==> config.mk <==
export PLATFORM = sky130hd
export DESIGN_NAME = bad_port_set_unit
export DESIGN_NICKNAME = d
export VERILOG_FILES = /design/src/rtl/core/bps_pkg.sv /design/src/rtl/core/bad_port_set_unit.sv /design/src/rtl/core/bps_match.sv
export VERILOG_INCLUDE_DIRS = /design/src /design/src/rtl/core
export SDC_FILE = /design/constraint.sdc
export NUM_CORES = 1
export LEC_CHECK = 0
export BUFFER_PORTS_ARGS = -buffer_cell sky130_fd_sc_hd__buf_2
export CORE_ASPECT_RATIO = 0.6
export CORE_MARGIN = 1.5
export CORE_UTILIZATION = 54
export DETAILED_ROUTE_END_ITERATION = 8
export PLACE_DENSITY = 0.7
export SYNTH_ARGS = -nofsm -noshare
export SYNTH_HDL_FRONTEND = slang
export SYNTH_SLANG_ARGS = --single-unit
==> constraint.sdc <==
create_clock -name clk -period 6.6 [get_ports clk]
set_input_delay 0.66 -clock clk [delete_from_list [all_inputs] [get_ports clk]]
set_output_delay 0.66 -clock clk [all_outputs]
set_load 0.05 [all_outputs]
==> src/rtl/core/bad_port_set_unit_macros.svh <==
// assertion helpers for the bad port set unit
// each macro expects clk and rst_n in scope
`ifndef BAD_PORT_SET_UNIT_MACROS_SVH
`define BAD_PORT_SET_UNIT_MACROS_SVH

// same-cycle implication, checked out of reset
`define BPS_ASSERT_IMPL(label, ante, cons, msg) \
  label: assert property (@(posedge clk) disable iff (!rst_n) (ante) |-> (cons)) \
    else $error(msg);

// next-cycle implication, checked out of reset
`define BPS_ASSERT_NEXT(label, ante, cons, msg) \
  label: assert property (@(posedge clk) disable iff (!rst_n) (ante) |=> (cons)) \
    else $error(msg);

`endif

==> src/rtl/core/bps_pkg.sv <==
// ----------------------------------------------------------------------------
// bps_pkg
// Shared types and command codes for the bad port set unit.
// ----------------------------------------------------------------------------
`timescale 1ns / 1ps
`default_nettype none

package bps_pkg;

  // command field
  localparam int CMD_WIDTH = 2;
  localparam logic [CMD_WIDTH-1:0] CMD_REPORT = 2'd0;
  localparam logic [CMD_WIDTH-1:0] CMD_QUERY  = 2'd1;
  localparam logic [CMD_WIDTH-1:0] CMD_CLEAR  = 2'd2;

  // width of the entry count result field
  localparam int COUNT_OUT_WIDTH = 5;

  // sequencer states
  typedef enum logic [1:0] {
    S_IDLE,
    S_SCAN,
    S_DRAIN,
    S_FINISH
  } state_t;

  // table access strobes from the sequencer
  typedef struct packed {
    logic rd_en;
    logic wr_en;
  } mem_ctl_t;

endpackage

`default_nettype wire

==> src/rtl/core/bad_port_set_unit.sv <==
// Report and query on a non-empty table step through S_SCAN (the entries held,
// one per cycle through one comparator), S_DRAIN and S_FINISH; a report or query
// on an empty table, a clear and an unused command go straight to S_FINISH.
// One item is in flight at a time, and S_FINISH waits while out_ready stalls; in_ready is
// high only when idle. Reset (rst_n, synchronous, active low) empties the table
// and drops any pending result; table contents are not cleared.
// ----------------------------------------------------------------------------
// bad_port_set_unit
// Bounded table of ports reported as not found, with report, query and
// clear commands, scanned sequentially by a small sequencer.
// ----------------------------------------------------------------------------
`timescale 1ns / 1ps
`default_nettype none

module bad_port_set_unit #(
  parameter int TABLE_DEPTH = 16,
  parameter int PORT_WIDTH  = 48
) (
  input  wire logic                             clk,
  input  wire logic                             rst_n,
  input  wire logic                             in_valid,
  output logic                                  in_ready,
  input  wire logic [bps_pkg::CMD_WIDTH-1:0]    in_cmd,
  input  wire logic [PORT_WIDTH-1:0]            in_port_value,
  input  wire logic                             in_error_is_not_found,
  output logic                                  out_valid,
  input  wire logic                             out_ready,
  output logic                                  out_known_bad,
  output logic                                  out_newly_recorded,
  output logic                                  out_table_full,
  output logic [bps_pkg::COUNT_OUT_WIDTH-1:0]   out_entry_count
);

  localparam int CW = $clog2(TABLE_DEPTH + 1);
  localparam int IW = (TABLE_DEPTH > 1) ? $clog2(TABLE_DEPTH) : 1;
  localparam int OW = bps_pkg::COUNT_OUT_WIDTH;
  localparam logic [CW-1:0] DEPTH_C = CW'(TABLE_DEPTH);

  bps_pkg::state_t state_r, state_nxt;
  logic [bps_pkg::CMD_WIDTH-1:0] cmd_r;
  logic [PORT_WIDTH-1:0]         port_r;
  logic                          nf_r;
  logic [CW-1:0]                 idx_r, idx_nxt;
  logic                          hit_r, hit_nxt;
  logic [CW-1:0]                 count_r, count_nxt;
  logic                          out_valid_r, out_valid_nxt;
  logic                          out_known_bad_r, out_known_bad_nxt;
  logic                          out_newly_r, out_newly_nxt;
  logic                          out_full_r, out_full_nxt;
  logic [OW-1:0]                 out_count_r, out_count_nxt;

  bps_pkg::mem_ctl_t ctl;
  logic              match_hit;
  logic              added;
  logic [CW+OW-1:0]  count_ext;

  // table and comparator
  bps_match #(
    .DEPTH (TABLE_DEPTH),
    .WIDTH (PORT_WIDTH),
    .IW    (IW)
  ) u_match (
    .clk     (clk),
    .rst_n   (rst_n),
    .ctl     (ctl),
    .rd_addr (idx_r[IW-1:0]),
    .wr_addr (count_r[IW-1:0]),
    .wr_data (port_r),
    .key     (port_r),
    .hit     (match_hit)
  );

  assign in_ready = (state_r == bps_pkg::S_IDLE);
  assign count_ext = {{OW{1'b0}}, count_nxt};

  // sequencer next state and result
  always_comb begin
    state_nxt         = state_r;
    idx_nxt           = idx_r;
    hit_nxt           = hit_r | match_hit;
    count_nxt         = count_r;
    ctl               = '0;
    added             = 1'b0;
    out_valid_nxt     = out_valid_r && !out_ready;
    out_known_bad_nxt = out_known_bad_r;
    out_newly_nxt     = out_newly_r;
    out_full_nxt      = out_full_r;
    out_count_nxt     = out_count_r;
    case (state_r)
      bps_pkg::S_IDLE: begin
        if (in_valid) begin
          hit_nxt = 1'b0;
          idx_nxt = '0;
          if ((in_cmd == bps_pkg::CMD_REPORT || in_cmd == bps_pkg::CMD_QUERY) &&
              count_r != '0) begin
            state_nxt = bps_pkg::S_SCAN;
          end else begin
            state_nxt = bps_pkg::S_FINISH;
          end
        end
      end
      bps_pkg::S_SCAN: begin
        ctl.rd_en = 1'b1;
        if (CW'(idx_r + CW'(1)) == count_r) begin
          state_nxt = bps_pkg::S_DRAIN;
        end else begin
          idx_nxt = CW'(idx_r + CW'(1));
        end
      end
      bps_pkg::S_DRAIN: begin
        state_nxt = bps_pkg::S_FINISH;
      end
      bps_pkg::S_FINISH: begin
        case (cmd_r)
          bps_pkg::CMD_REPORT: begin
            added = nf_r && !hit_r && (count_r < DEPTH_C);
            if (added) begin
              count_nxt = CW'(count_r + CW'(1));
            end
          end
          bps_pkg::CMD_CLEAR: begin
            count_nxt = '0;
          end
          default: begin
          end
        endcase
        if (!out_valid_r || out_ready) begin
          ctl.wr_en         = added;
          state_nxt         = bps_pkg::S_IDLE;
          out_valid_nxt     = 1'b1;
          out_known_bad_nxt = hit_r;
          out_newly_nxt     = added;
          out_full_nxt      = (count_nxt == DEPTH_C);
          out_count_nxt     = count_ext[OW-1:0];
        end else begin
          count_nxt = count_r;
        end
      end
      default: begin
        state_nxt = bps_pkg::S_IDLE;
      end
    endcase
  end

  // control registers
  always_ff @(posedge clk) begin
    if (!rst_n) begin
      state_r     <= bps_pkg::S_IDLE;
      count_r     <= '0;
      out_valid_r <= 1'b0;
      idx_r       <= '0;
      hit_r       <= 1'b0;
    end else begin
      state_r     <= state_nxt;
      count_r     <= count_nxt;
      out_valid_r <= out_valid_nxt;
      idx_r       <= idx_nxt;
      hit_r       <= hit_nxt;
    end
  end

  // item capture on input transfer
  always_ff @(posedge clk) begin
    if (in_valid && in_ready) begin
      cmd_r  <= in_cmd;
      port_r <= in_port_value;
      nf_r   <= in_error_is_not_found;
    end
  end

  // result payload
  always_ff @(posedge clk) begin
    out_known_bad_r <= out_known_bad_nxt;
    out_newly_r     <= out_newly_nxt;
    out_full_r      <= out_full_nxt;
    out_count_r     <= out_count_nxt;
  end

  assign out_valid          = out_valid_r;
  assign out_known_bad      = out_known_bad_r;
  assign out_newly_recorded = out_newly_r;
  assign out_table_full     = out_full_r;
  assign out_entry_count    = out_count_r;

  // checks
`include "bad_port_set_unit_macros.svh"

  `BPS_ASSERT_IMPL(a_count_bound, 1'b1, count_r <= DEPTH_C, "entry count above table depth")
  `BPS_ASSERT_IMPL(a_scan_in_range, state_r == bps_pkg::S_SCAN, idx_r < count_r,
                   "scan index beyond stored entries")
  `BPS_ASSERT_IMPL(a_new_not_known, out_valid_r, !(out_known_bad_r && out_newly_r),
                   "port recorded although already stored")
  `BPS_ASSERT_NEXT(a_append_grows, ctl.wr_en, count_r == CW'($past(count_r) + CW'(1)),
                   "table write without count increment")

endmodule

`default_nettype wire

==> src/rtl/core/bps_match.sv <==
// ----------------------------------------------------------------------------
// bps_match
// Port table storage with a registered read port and the shared equality
// comparator used by the scan sequencer, one entry per cycle.
// ----------------------------------------------------------------------------
`timescale 1ns / 1ps
`default_nettype none

module bps_match #(
  parameter int DEPTH = 16,
  parameter int WIDTH = 48,
  parameter int IW    = 4
) (
  input  wire logic              clk,
  input  wire logic              rst_n,
  input  wire bps_pkg::mem_ctl_t ctl,
  input  wire logic [IW-1:0]     rd_addr,
  input  wire logic [IW-1:0]     wr_addr,
  input  wire logic [WIDTH-1:0]  wr_data,
  input  wire logic [WIDTH-1:0]  key,
  output logic                   hit
);

  logic [WIDTH-1:0] mem [DEPTH];
  logic [WIDTH-1:0] rd_data_r;
  logic             rd_vld_r;

  // table write port
  always_ff @(posedge clk) begin
    if (ctl.wr_en) begin
      mem[wr_addr] <= wr_data;
    end
  end

  // registered read port
  always_ff @(posedge clk) begin
    if (ctl.rd_en) begin
      rd_data_r <= mem[rd_addr];
    end
  end

  // read data valid flag
  always_ff @(posedge clk) begin
    if (!rst_n) begin
      rd_vld_r <= 1'b0;
    end else begin
      rd_vld_r <= ctl.rd_en;
    end
  end

  // shared comparator
  assign hit = rd_vld_r && (rd_data_r == key);

endmodule

`default_nettype wire

* Word-level counts from Yosys, hierarchy flattened
Memories as Yosys holds them, arrays and structs flattened. A register that Yosys moved wholly into a read port is not among the register bits.
Cells that the tools add are included.
** Operators by class
- $add $sub $neg :: 2
- Multipliers :: 0
- Divide/modulo/power cells :: 0
- Order comparisons :: 1
- Eq/ne operators :: 12
- Shifts and indexed selects :: 0
- Muxes and demuxes :: 23
- Bitwise gates (word level) :: 1
- Reductions and logical operators :: 19
** Operators with widths (number)
- 48-bit == test :: 1
- 5-bit two-way mux :: 6
- 5-bit one-hot mux with 2 select lines :: 2
- 5-bit by 1-bit adder with 5-bit output (second input constant) :: 2
- 1-bit two-way mux :: 10
- 2-bit two-way mux :: 4
- 2-bit inequality test (second input constant) :: 4
- 2-bit one-hot mux with 4 select lines :: 1
- 2-bit == test (second input constant) :: 3
- 1-bit logical AND :: 6
- 2-bit zero test :: 3
- 3-bit AND reduction :: 2
- 5-bit == test :: 1
- 5-bit == test (second input constant) :: 1
- 5-bit less-than comparator (second input constant) :: 1
- 5-bit nonzero test :: 1
- 2-bit by 1-bit == test with 1-bit output (second input constant) :: 2
- 1-bit zero test :: 3
- 1-bit logical OR :: 2
- 2-bit AND reduction :: 1
- 2-bit nonzero test :: 1
- 1-bit OR :: 1
** Word-level totals
- Register bits after elaboration :: 74
- Latch bits :: 0
- Bits in writable memories :: 768
- Bits in read-only memories :: 0
- Input port bits :: 55
- Output and inout bits :: 10
- Logic and storage cells :: 72
- Memories kept :: 1
** Memories
- u_match.mem :: depth 16, width 48, rd ports 1, clocked after memory_dff 1, wr ports 1, line bps_match.sv:24 : logic [WIDTH-1:0] mem [DEPTH];

* Depth between registers and ports, before layout
Gate-level depths: netlist of the first run.
- Depth in word-level cells :: 8
- Gate-level depth with buffers :: 7
- Gate-level depth less buffers :: 7

* Cells and area by module
Synthesis of the first run repeated with hierarchy kept, for this count alone.
** Unflattened totals
- Cell total of the unflattened synthesis :: 1504
- Area total of the unflattened synthesis :: 33574.7 um2
** By module, submodules not included
- bps_match :: times used 1, cells an instance 1310, area each 30725.7 um2, seq. area each 24523.5 um2
- bad_port_set_unit :: times used 1, cells an instance 194, area each 2849.0 um2, seq. area each 2052.0 um2

* Least setup slack after synthesis of the first run
Ideal clock, no wire load.
- Path type :: flip-flop to flip-flop
- Start :: register cmd_r[0] (netlist name)
- End :: memory u_match.mem[3][0] (enable)
- Setup time :: 0.513 ns
- Data arrival time :: 4.503 ns
- Path slack :: 1.584 ns
- Cell stages (with the launch flop) :: 6
- Clock period less this slack :: 5.016 ns
- Path through :: edfxtp_1 nor4b_4 and4b_1 buf_2 nand2_1 nor3_1
** On the way
- Word-level cells in the longest chain between the ends :: 6
** RTL lines
- from (decl) :: line bad_port_set_unit.sv:40 : logic [bps_pkg::CMD_WIDTH-1:0] cmd_r;
- from (signal assigned) :: line bad_port_set_unit.sv:165 : cmd_r <= in_cmd;
- 2-bit zero test :: line bad_port_set_unit.sv:114 : case (cmd_r)
- 1-bit two-way mux :: line bad_port_set_unit.sv:114
- 1-bit two-way mux :: line bad_port_set_unit.sv:127 : if (!out_valid_r || out_ready) begin
- 1-bit two-way mux :: line bad_port_set_unit.sv:89 : case (state_r)
- 1-bit two-way mux :: line bps_match.sv:30 : if (ctl.wr_en) begin
- 1-bit two-way mux (implied by the code) :: line bps_match.sv:31 : mem[wr_addr] <= wr_data;
- to (decl) :: line bps_match.sv:24
Every way passes these cells.

* Final worst setup path of the first run
- Start :: register cmd_r[0] (netlist name)
- End :: memory u_match.mem[11][20] (enable)
The elaborated chain is that of the path after synthesis.

==> results.ini, run 1 <==
[logic_synthesis]
syn_area_um2=33760
synth_top_family_by_area=multiplexers
ys_async_sr_fraction=0
syn_inst=1386
synthMuxAreaShare=0.1613
synth-compound-area-share=0.006189
synth_nets=1450
synthAdderAreaFrac=0.003335
synth-edff-count=875
post_synth_and_or_nand_nor_area_fraction=0.01449
ys_ff_latch=890
syn_avg_cell_area_um2=24.36
yosys_warnings=0
ys_seq_area_frac=0.7871
synth_flop_cell=edfxtp_1
synth_cell_types=55
synth-xor-area-share=0.01490

[timing]
timing.final.ws_setup_ns=3.281
fin_crit_sh=0.5029
clock_skew_ns=0.03256
max_freq_mhz=301.3
max-slew-margin-rel=0.2500
tightest_slew_ns=1.125
whs_ns=0.1879
report.final.slew_viol_count=0
rsz0062_at_grt=no
period_needed_ns=3.319
final-hold-violation-count=0
setup_violations=0
tns_ns=0

[detailed_routing]
vias=14830
wl_per_cell_um=29.74
firstDrtPassIters=5
drc=0
ant_nets=0
routed_wl_mm=70.84
drt_iter0_markers=1891
via_per_inst=6.227

[cts]
clkLatencyLatePin_ns=0.65
cts.clk_slew.worst_paths_ns=0.06
cts_tree=yes
cts_hold_buf=0
cts_sinks=890
cts_setup_buffers=0
max-clock-path-buffers=3
ctsHtreeMaxLevel=3
cts_buffers=77
ctsResizeCount=0
clockRootBuffer=clkbuf_16

[global_route]
grt_pass1_vias=15110
grt_use_total=0.2261
antenna_found_initial=1
grt-ovfl-total=0
grt_max_degree=141
grt_pass1_wl_mm=103.3

[layout]
layout.nets=1559
diodes=0
areaGrowthSynthToFinish_pct=11.02
finalNonFillerCells=2382
drive_gt1_frac=0.3018

[floorplan]
dieArea_um2=64080
fp.dieH_um=196.7
initial_core_util=0.5499
row_count=70
pin_count=65
core_area_um2=61400
die_w_um=325.8

[placement]
hpwl_mm=35.61
port_buffers=64
dp_cells=2244
gp_congestion=0.7598
pre_cts_slack_ns=3.229

[setup_path]
critPathMaxFanout=25
worst_setup_path_start_kind=flip-flop
critPathKind=flip-flop to flip-flop
crit_path_end_kind=flip-flop
worstPathArrival_ns=3.57
crit_required_ns=6.85

[pwr]
leakage_uw=0.01129
vdd_drop_max_uv=195.1
pwr_density_cell_nw_per_um2=328.1

[flow_run]
cap_violations=0

[outcome]
status=finished, final reports clean

[hold_path]
hp-class=input port to flip-flop

report_power, final:
| group | internal (uW) | switching, uW | leakage (uW) |
|---|---|---|---|
| clock | 2340 | 2000 | 0.00117 |
| sequential | 6630 | 316 | 0.00803 |
| combinational | 440 | 573 | 0.00209 |
final timing paths:
check | startpoint | end | slack, ns | depth (start not counted)
max | cmd_r[0] | u_match.mem[11][20] | 3.28 | 5
min | in_port_value[12] | port_r[12] | 0.19 | 1
min reg2reg | state_r[1] | state_r[1] | 0.52 | 2
max reg2reg | cmd_r[0] | u_match.mem[11][20] | 3.28 | 5
registers in the layout, indices dropped and copies added, names as in the netlist:
name	cells
u_match.rd_data_r	48
out_entry_count	5
hit_r	1
out_valid	1
out_table_full	1
state_r	2
nf_r	1
count_r	5
u_match.rd_vld_r	1
u_match.mem	768
out_newly_recorded	1
idx_r	5
out_known_bad	1
cmd_r	2
port_r	48
cell type report:
type                    instances  area, um2
clock inverters                46      387.9
repair buffers                 91      548.0
flip-flops and latches        890      26590
clock buffers                  92       1993
multi-input cells             423       6884
inverters                      12      45.04
well taps                     828       1036
fillers                      4127      23910
per-layer routing:
| metal | up-vias | track usage | part of all wire |
|---|---|---|---|
| li1 | 6124 | - | - |
| met1 | 7952 | 0.3498 | 0.44 |
| met2 | 659 | 0.3372 | 0.46 |
| met3 | 97 | 0.04459 | 0.080 |
| met4 | 0 | 0.05547 | 0.018 |
| met5 | - | 0 | 0 |
synth_stat cells (all sizes together), types with 4 or more instances:
master,number,share of area
edfxtp,875,0.78
mux4,240,0.16
xnor2,50,0.013
buf,33,0.0082
clkbuf,28,0.0031
nand2,18,0.0020
nor2,18,0.0020
dfxtp,15,0.0089
inv,12,0.0013
nand4,12,0.0022
nor3,10,0.0016
ha,9,0.0033
o21ai,8,0.0012
and2,5,0.00093
nand3,4,0.00096
nor4,4,0.00074
xor2,4,0.0010
critical path, cell delays in order, from the launching register on:
cell and delay [ns]:
edfxtp_1 0.46, nor4b_4 0.38, and4b_1 0.39, nand2_1 0.27, nor2_4 0.81, buf_4 0.58
cell usage in the layout, fill, tap and decap left out, drive strengths merged, types with 5 or more instances in the layout:
cell | Yosys | routed
nand4 | 12 | 12
dfxtp | 15 | 15
clkbuf | 28 | 92
nand2 | 18 | 18
clkinv | 0 | 36
nor2 | 18 | 18
ha | 9 | 9
edfxtp | 875 | 875
mux4 | 240 | 240
o21ai | 8 | 8
xnor2 | 50 | 50
nor3 | 10 | 10
buf | 33 | 91
inv | 12 | 17
and2 | 5 | 5
kinds of logic (layout without fill, tap and decap cells):
kind of cell,Yosys count,after routing
AOI/OAI and AO/OA,28,28
xor gates and xnor gates,55,55
adders and majority gates,9,9
buffers and inverters,73,241
DFF,890,890
muxes,244,244
and+or+nand+nor,87,87
stage by stage:
| stage | instance area, um2 | util | total power (uW) |
|---|---|---|---|
| global route | 37480 | 0.6105 | 12700 |
| detailed placement | 35100 | 0.5718 | 8097 |
| finish | 37480 | 0.6105 | 12300 |
| global placement | 35100 | 0.5718 | 8065 |
| CTS | 37480 | 0.6105 | 12410 |
| floorplan | 33760 | - | 7696 |
(Power assumes the default switching activity.)
==> inputs of run 2 (changes only) <==
--- a/config.mk
+++ b/config.mk
@@ -11,7 +11,7 @@
 export CORE_MARGIN = 1.5
 export CORE_UTILIZATION = 54
 export DETAILED_ROUTE_END_ITERATION = 8
-export PLACE_DENSITY = 0.7
+export PLACE_DENSITY = 0.73
 export SYNTH_ARGS = -nofsm -noshare
 export SYNTH_HDL_FRONTEND = slang
 export SYNTH_SLANG_ARGS = --single-unit
==> constraint.sdc (replaced) <==
create_clock -name clk -period 2.88 [get_ports clk]
set_input_delay 0.288 -clock clk [delete_from_list [all_inputs] [get_ports clk]]
set_output_delay 0.288 -clock clk [all_outputs]
set_load 0.05 [all_outputs]
==> run 2 against run 1 <==
  * Utilization rose by 2.7 points
  * Final area rose by 4.4%
  * Setup slack lost 3.0 ns
  * Critical path depth up 1
  * Clock skew rose by 0.0084 ns
  * Non-clock buffer count increased by 101
  * Via count rose by 5.2%
  * Largest cell class unchanged
  * Hold slack got worse by 0.12 ns
  * Critical path type unchanged
  * Combinational power grew to 2.7 times the previous value
  * First-iteration DRC count up 25%
==> results.ini, run 2 (synthesis gave the netlist of run 1 again) <==
[outcome]
status=finished, final reports clean  ; unchanged

[setup_path]
reg2reg_depth=6  ; was 5
crit_path_end_kind=flip-flop  ; unchanged
critPathMaxFanout=17  ; was 25
critPathCapture=hit_r  ; was u_match.mem[11][20]
regToRegEndpoint=hit_r  ; was u_match.mem[11][20]
worst_setup_path_start_kind=flip-flop  ; unchanged
worstPathArrival_ns=3.18  ; was 3.57 ns
crit_required_ns=3.44  ; was 6.85 ns
r2r_slack_ns=0.26  ; was 3.28 ns
critPathKind=flip-flop to flip-flop  ; unchanged
timing.rr.start=port_r[28]  ; was cmd_r[0]
critPathLaunch=port_r[28]  ; was cmd_r[0]

[placement]
postPlaceCellArea_um2=35910  ; was 35,100 um2
port_buffers=64  ; unchanged
pre_cts_slack_ns=0.3187  ; was 3.229 ns
hpwl_mm=41.68  ; was 35.61 mm
gp_congestion=0.7981  ; was 0.7598

[global_route]
grt_pass1_vias=15540  ; was 15,110
antenna_found_initial=0  ; was 1
grt_use_total=0.2338  ; was 0.2261
grt_pass1_wl_mm=107.0  ; was 103.3 mm
grt-ovfl-total=0  ; unchanged
grt_max_degree=49  ; was 141

[pwr]
leakage_uw=0.01196  ; was 0.01129 uW
switchingPower_uw=6859  ; was 2893 uW
pwr-share-clk=0.372  ; was 0.353
vdd_drop_max_uv=588.5  ; was 195.1 uV
pwr_density_cell_nw_per_um2=753.5  ; was 328.1 nW/um2
seqPwrFrac=0.536  ; was 0.565
p_int_uw=22620  ; was 9405 uW
switching_share=0.2327  ; was 0.2352
combPwrFrac=0.092  ; was 0.082

[floorplan]
core_area_um2=61400  ; unchanged
dieArea_um2=64080  ; unchanged
die_w_um=325.8  ; unchanged
row_count=70  ; unchanged
fp.dieH_um=196.7  ; unchanged
pin_count=65  ; unchanged
initial_core_util=0.5499  ; unchanged

[timing]
report.final.slew_viol_count=0  ; unchanged
tightest_slew_ns=0.7880  ; was 1.125 ns
final-hold-violation-count=0  ; unchanged
timing.final.ws_setup_ns=0.2605  ; was 3.281 ns
rsz0062_at_grt=no  ; unchanged
max-slew-margin-rel=0.4739  ; was 0.2500
max_freq_mhz=381.7  ; was 301.3 MHz
clock_skew_ns=0.04098  ; was 0.03256 ns
fin_crit_sh=0.9096  ; was 0.5029
setup_violations=0  ; unchanged
period_needed_ns=2.620  ; was 3.319 ns

[cts]
cts.clk_slew.worst_paths_ns=0.06  ; about the same
cts_buffers=78  ; was 77
ctsResizeCount=0  ; unchanged
clkLatencyLatePin_ns=0.66  ; was 0.65 ns
cts_sinks=890  ; unchanged
max-clock-path-buffers=3  ; unchanged
cts_tree=yes  ; unchanged
ctsHtreeMaxLevel=3  ; unchanged
cts_setup_buffers=0  ; unchanged
clockRootBuffer=clkbuf_16  ; unchanged

[layout]
largest_registers=u_match.mem x768, port_r x48, u_match.rd_data_r x48  ; unchanged
regMostFlops=u_match.mem  ; unchanged
layout_common_cells=edfxtp_1 (875), mux4_2 (240), clkbuf_16 (78)  ; was edfxtp_1 (875), mux4_2 (240), clkbuf_16 (77)
nFillCells=3932  ; was 4,127
layout.nets=1661  ; was 1,559
areaGrowthSynthToFinish_pct=15.88  ; was 11.02%
largest_reg_flops=768  ; unchanged
final_core_util=0.6372  ; was 0.6105
design_area_um2=39120  ; was 37,480 um2
layout_commonest_cell=edfxtp_1  ; unchanged
diodes=0  ; unchanged
drive_gt1_frac=0.3153  ; was 0.3018

[detailed_routing]
ant_nets=0  ; unchanged
via_per_inst=6.263  ; was 6.227
firstDrtPassIters=5  ; unchanged
drc=0  ; unchanged
wl_per_cell_um=29.11  ; was 29.74 um
routed_wl_mm=72.47  ; was 70.84 mm
vias=15600  ; was 14,830
drt_iter0_markers=2357  ; was 1,891

[flow_run]
cap_violations=0  ; unchanged

[hold_path]
hp-class=input port to flip-flop  ; unchanged

## run 2: metrics by stage
step	hold WS [ns]	setup TNS, ns	total power (uW)	instances
CTS	0.02862	0	29690	2490
floorplan	0.3869	-50.09	17630	1386
global placement	0.4646	0	18640	2294
global route	0.07932	0	30400	2490
finish	0.06972	0	29480	2490
detailed placement	0.4661	0	18740	2294
## run 2: critical path, cell delays in order (launching register included)
cell and delay [ns]:
edfxtp_1 0.65, xnor2_1 0.65, nand4_1 0.28, nor4_1 0.49, buf_4 0.24, a41oi_1 0.11
nor2_1 0.13
## run 2: worst min path at each step
stage	from	end	cells past startpoint
after detailed placement	in_port_value[39]	port_r[39]	1
after global placement	in_port_value[9]	port_r[9]	1
after floorplan	in_cmd[0]	cmd_r[0]	0
after global routing	out_ready	out_valid	3
final	rst_n	hit_r	3
after CTS	rst_n	hit_r	3
## run 2: area by class of cell
class,instances,area [um2],area share
Sequential cell,890,26590,0.6796
Multi-Input combinational cell,423,6909,0.1766
Clock buffer,92,2004,0.05123
Timing Repair Buffer,192,1847,0.04720
Tap cell,828,1036,0.02648
Clock inverter,53,694.4,0.01775
Inverter,12,45.04,0.001151
## run 2: power by group through the flow
stage	sequential [uW]	combinational [uW]	clock [uW]
3_3_place_gp	16000	2630	0
6_report	15800	2710	11000
5_1_grt	15900	2910	11600
2_1_floorplan	15900	1720	0
4_1_cts	15800	2750	11100
3_5_place_dp	16100	2670	0
## run 2: metal layers
metal | vias up | global-route usage | part of all wire
li1 | 6340 | - | -
met1 | 8378 | 0.3672 | 0.44
met2 | 781 | 0.3355 | 0.45
met3 | 97 | 0.05868 | 0.10
met4 | 0 | 0.05220 | 0.015
met5 | - | 0 | 0
## run 2: timing repair
| action | in CTS | in global routing |
|---|---|---|
| hold buffers | 51 | 0 |
| setup endpoints to repair | 0 | 0 |
| endpoints found under the hold margin | 51 | 0 |
==> inputs of run 3 (changes only) <==
--- a/config.mk
+++ b/config.mk
@@ -8,9 +8,10 @@
 export LEC_CHECK = 0
 export BUFFER_PORTS_ARGS = -buffer_cell sky130_fd_sc_hd__buf_2
 export CORE_ASPECT_RATIO = 0.6
-export CORE_MARGIN = 1.5
+export CORE_MARGIN = 4
 export CORE_UTILIZATION = 54
 export DETAILED_ROUTE_END_ITERATION = 8
+export HOLD_SLACK_MARGIN = 0.15
 export PLACE_DENSITY = 0.73
 export SYNTH_ARGS = -nofsm -noshare
 export SYNTH_HDL_FRONTEND = slang
==> run 3 against run 2 <==
  * Maximum frequency decreased by 1.8%
  * Non-clock buffer count increased by 9
  * Register-to-register slack got worse by 0.05 ns
  * Critical path type unchanged
  * Largest cell class unchanged
  * Highest routed layer unchanged
==> results.ini, run 3 (synthesis gave the netlist of run 1 again) <==
[outcome]
status=finished, final reports clean  ; unchanged

[timing]
clock_skew_ns=0.03517  ; was 0.04098 ns
report.final.slew_viol_count=0  ; unchanged
timing.final.ws_setup_ns=0.2130  ; was 0.2605 ns
fin_crit_sh=0.9260  ; was 0.9096
period_needed_ns=2.667  ; was 2.620 ns
setup_violations=0  ; unchanged
max_freq_mhz=375.0  ; was 381.7 MHz
max-slew-margin-rel=0.4714  ; was 0.4739
tightest_slew_ns=0.7917  ; was 0.7880 ns
final-hold-violation-count=0  ; unchanged
rsz0062_at_grt=no  ; unchanged
tns_ns=0  ; unchanged

[detailed_routing]
ant_nets=0  ; unchanged
routed_wl_mm=72.90  ; was 72.47 mm
drc=0  ; unchanged
drt_iter0_markers=1956  ; was 2,357
wl_per_cell_um=29.25  ; was 29.11 um
firstDrtPassIters=5  ; unchanged
via_per_inst=6.234  ; was 6.263
vias=15530  ; was 15,600

[cts]
cts_buffers=75  ; was 78
cts_hold_buf=54  ; was 51
ctsHtreeMaxLevel=3  ; unchanged
ctsResizeCount=0  ; unchanged
cts_sinks=890  ; unchanged
max-clock-path-buffers=3  ; unchanged
clkLatencyLatePin_ns=0.64  ; was 0.66 ns
clockRootBuffer=clkbuf_16  ; unchanged
cts.clk_slew.worst_paths_ns=0.07  ; was 0.06 ns
cts_tree=yes  ; unchanged
cts_setup_buffers=0  ; unchanged

[placement]
dp_cells=2300  ; was 2,294
port_buffers=64  ; unchanged
pre_cts_slack_ns=0.2789  ; was 0.3187 ns
gp_congestion=0.8042  ; was 0.7981
hpwl_mm=41.79  ; was 41.68 mm

[global_route]
grt_use_total=0.2234  ; was 0.2338
grt_pass1_wl_mm=107.3  ; was 107.0 mm
grt_max_degree=54  ; was 49
antenna_found_initial=0  ; unchanged
grt_pass1_vias=15780  ; was 15,540
grt-ovfl-total=0  ; unchanged

[floorplan]
fp.dieH_um=201.7  ; was 196.7 um
die_w_um=330.8  ; was 325.8 um
dieArea_um2=66720  ; was 64,080 um2
core_area_um2=61400  ; unchanged
initial_core_util=0.5499  ; unchanged
row_count=70  ; unchanged
pin_count=65  ; unchanged

[setup_path]
worstPathArrival_ns=2.98  ; was 3.18 ns
critPathMaxFanout=21  ; was 17
r2r_slack_ns=0.21  ; was 0.26 ns
crit_required_ns=3.19  ; was 3.44 ns
worst_setup_path_start_kind=flip-flop  ; unchanged
critPathKind=flip-flop to flip-flop  ; unchanged
crit_path_end_kind=flip-flop  ; unchanged

[pwr]
pwr-share-clk=0.344  ; was 0.372
vdd_drop_max_uv=635.5  ; was 588.5 uV
combPwrFrac=0.097  ; was 0.092
seqPwrFrac=0.559  ; was 0.536
leakage_uw=0.01183  ; was 0.01196 uW
switchingPower_uw=6674  ; was 6859 uW
p_int_uw=21610  ; was 22,620 uW
pwr_density_cell_nw_per_um2=729.3  ; was 753.5 nW/um2
p_total_uw=28280  ; was 29,480 uW
switching_share=0.2360  ; was 0.2327

[flow_run]
cap_violations=0  ; unchanged

[layout]
regMostFlops=u_match.mem  ; unchanged
finalNonFillerCells=2492  ; was 2,490
largest_registers=u_match.mem x768, port_r x48, u_match.rd_data_r x48  ; unchanged
diodes=0  ; unchanged
layout_commonest_cell=edfxtp_1  ; unchanged
layout.nets=1667  ; was 1,661
largest_reg_flops=768  ; unchanged
layout_common_cells=edfxtp_1 (875), mux4_2 (240), clkbuf_16 (77)  ; was edfxtp_1 (875), mux4_2 (240), clkbuf_16 (78)
areaGrowthSynthToFinish_pct=14.86  ; was 15.88%
drive_gt1_frac=0.3125  ; was 0.3153

[hold_path]
hp-class=input port to flip-flop  ; unchanged

run 3: cell count changes in the layout (fill, tap and decap cells not counted), moves of 3 or more:
cell / delta
buf_4: +8
bufinv_16: -10
dlygate4sd3_1: +3
clkinv_2: +6
run 3: critical path: stages (launching register included):
cell	delay [ns]
edfxtp_1	0.47
nor4b_4	0.41
and4b_1	0.42
nand2_1	0.29
nor2_4	0.46
buf_12	0.25
run 3: area by class of cell:
type                    count  area (um2)
clock inverters            45       319.1
inverters                  12       45.04
multi-input cells         423        6909
fillers                  3953       22620
clock buffers              93        1987
flip-flops and latches    890       26590
well taps                 828        1036
repair buffers            201        1897
run 3: metrics by stage:
step	utilization	hold slack (ns)	cell area, um2
2_1_floorplan	-	0.3869	33860
3_3_place_gp	0.5853	0.4653	35930
3_5_place_dp	0.5853	0.4661	35930
4_1_cts	0.6316	0.1885	38780
5_1_grt	0.6316	0.1972	38780
6_report	0.6316	0.2175	38780
run 3: final timing paths:
| kind | depth (start not counted) | startpoint | to |
|---|---|---|---|
| worst max-delay path | 5 | cmd_r[0] | u_match.mem[13][9] |
| worst min-delay path | 4 | in_valid | state_r[1] |
| worst max register to register | 5 | cmd_r[0] | u_match.mem[13][9] |
| worst min register to register | 2 | state_r[1] | state_r[1] |
run 3: metal layers:
metal | part of all wire | vias up | global-route usage | routed length [um]
met5 | 0 | - | 0 | 0
met4 | 0.015 | 0 | 0.04200 | 1127
met3 | 0.10 | 90 | 0.05830 | 7258
met2 | 0.44 | 814 | 0.3174 | 32280
met1 | 0.44 | 8283 | 0.3575 | 32230
li1 | - | 6347 | - | -
run 3: power by group through the flow:
stage                     combinational [uW]  clock, uW  sequential [uW]
after floorplan                         1720          0            15900
after global placement                  2640          0            16000
after detailed placement                2700          0            16100
after CTS                               2770       9910            15800
after global routing                    2940      10500            15900
final                                   2740       9740            15800
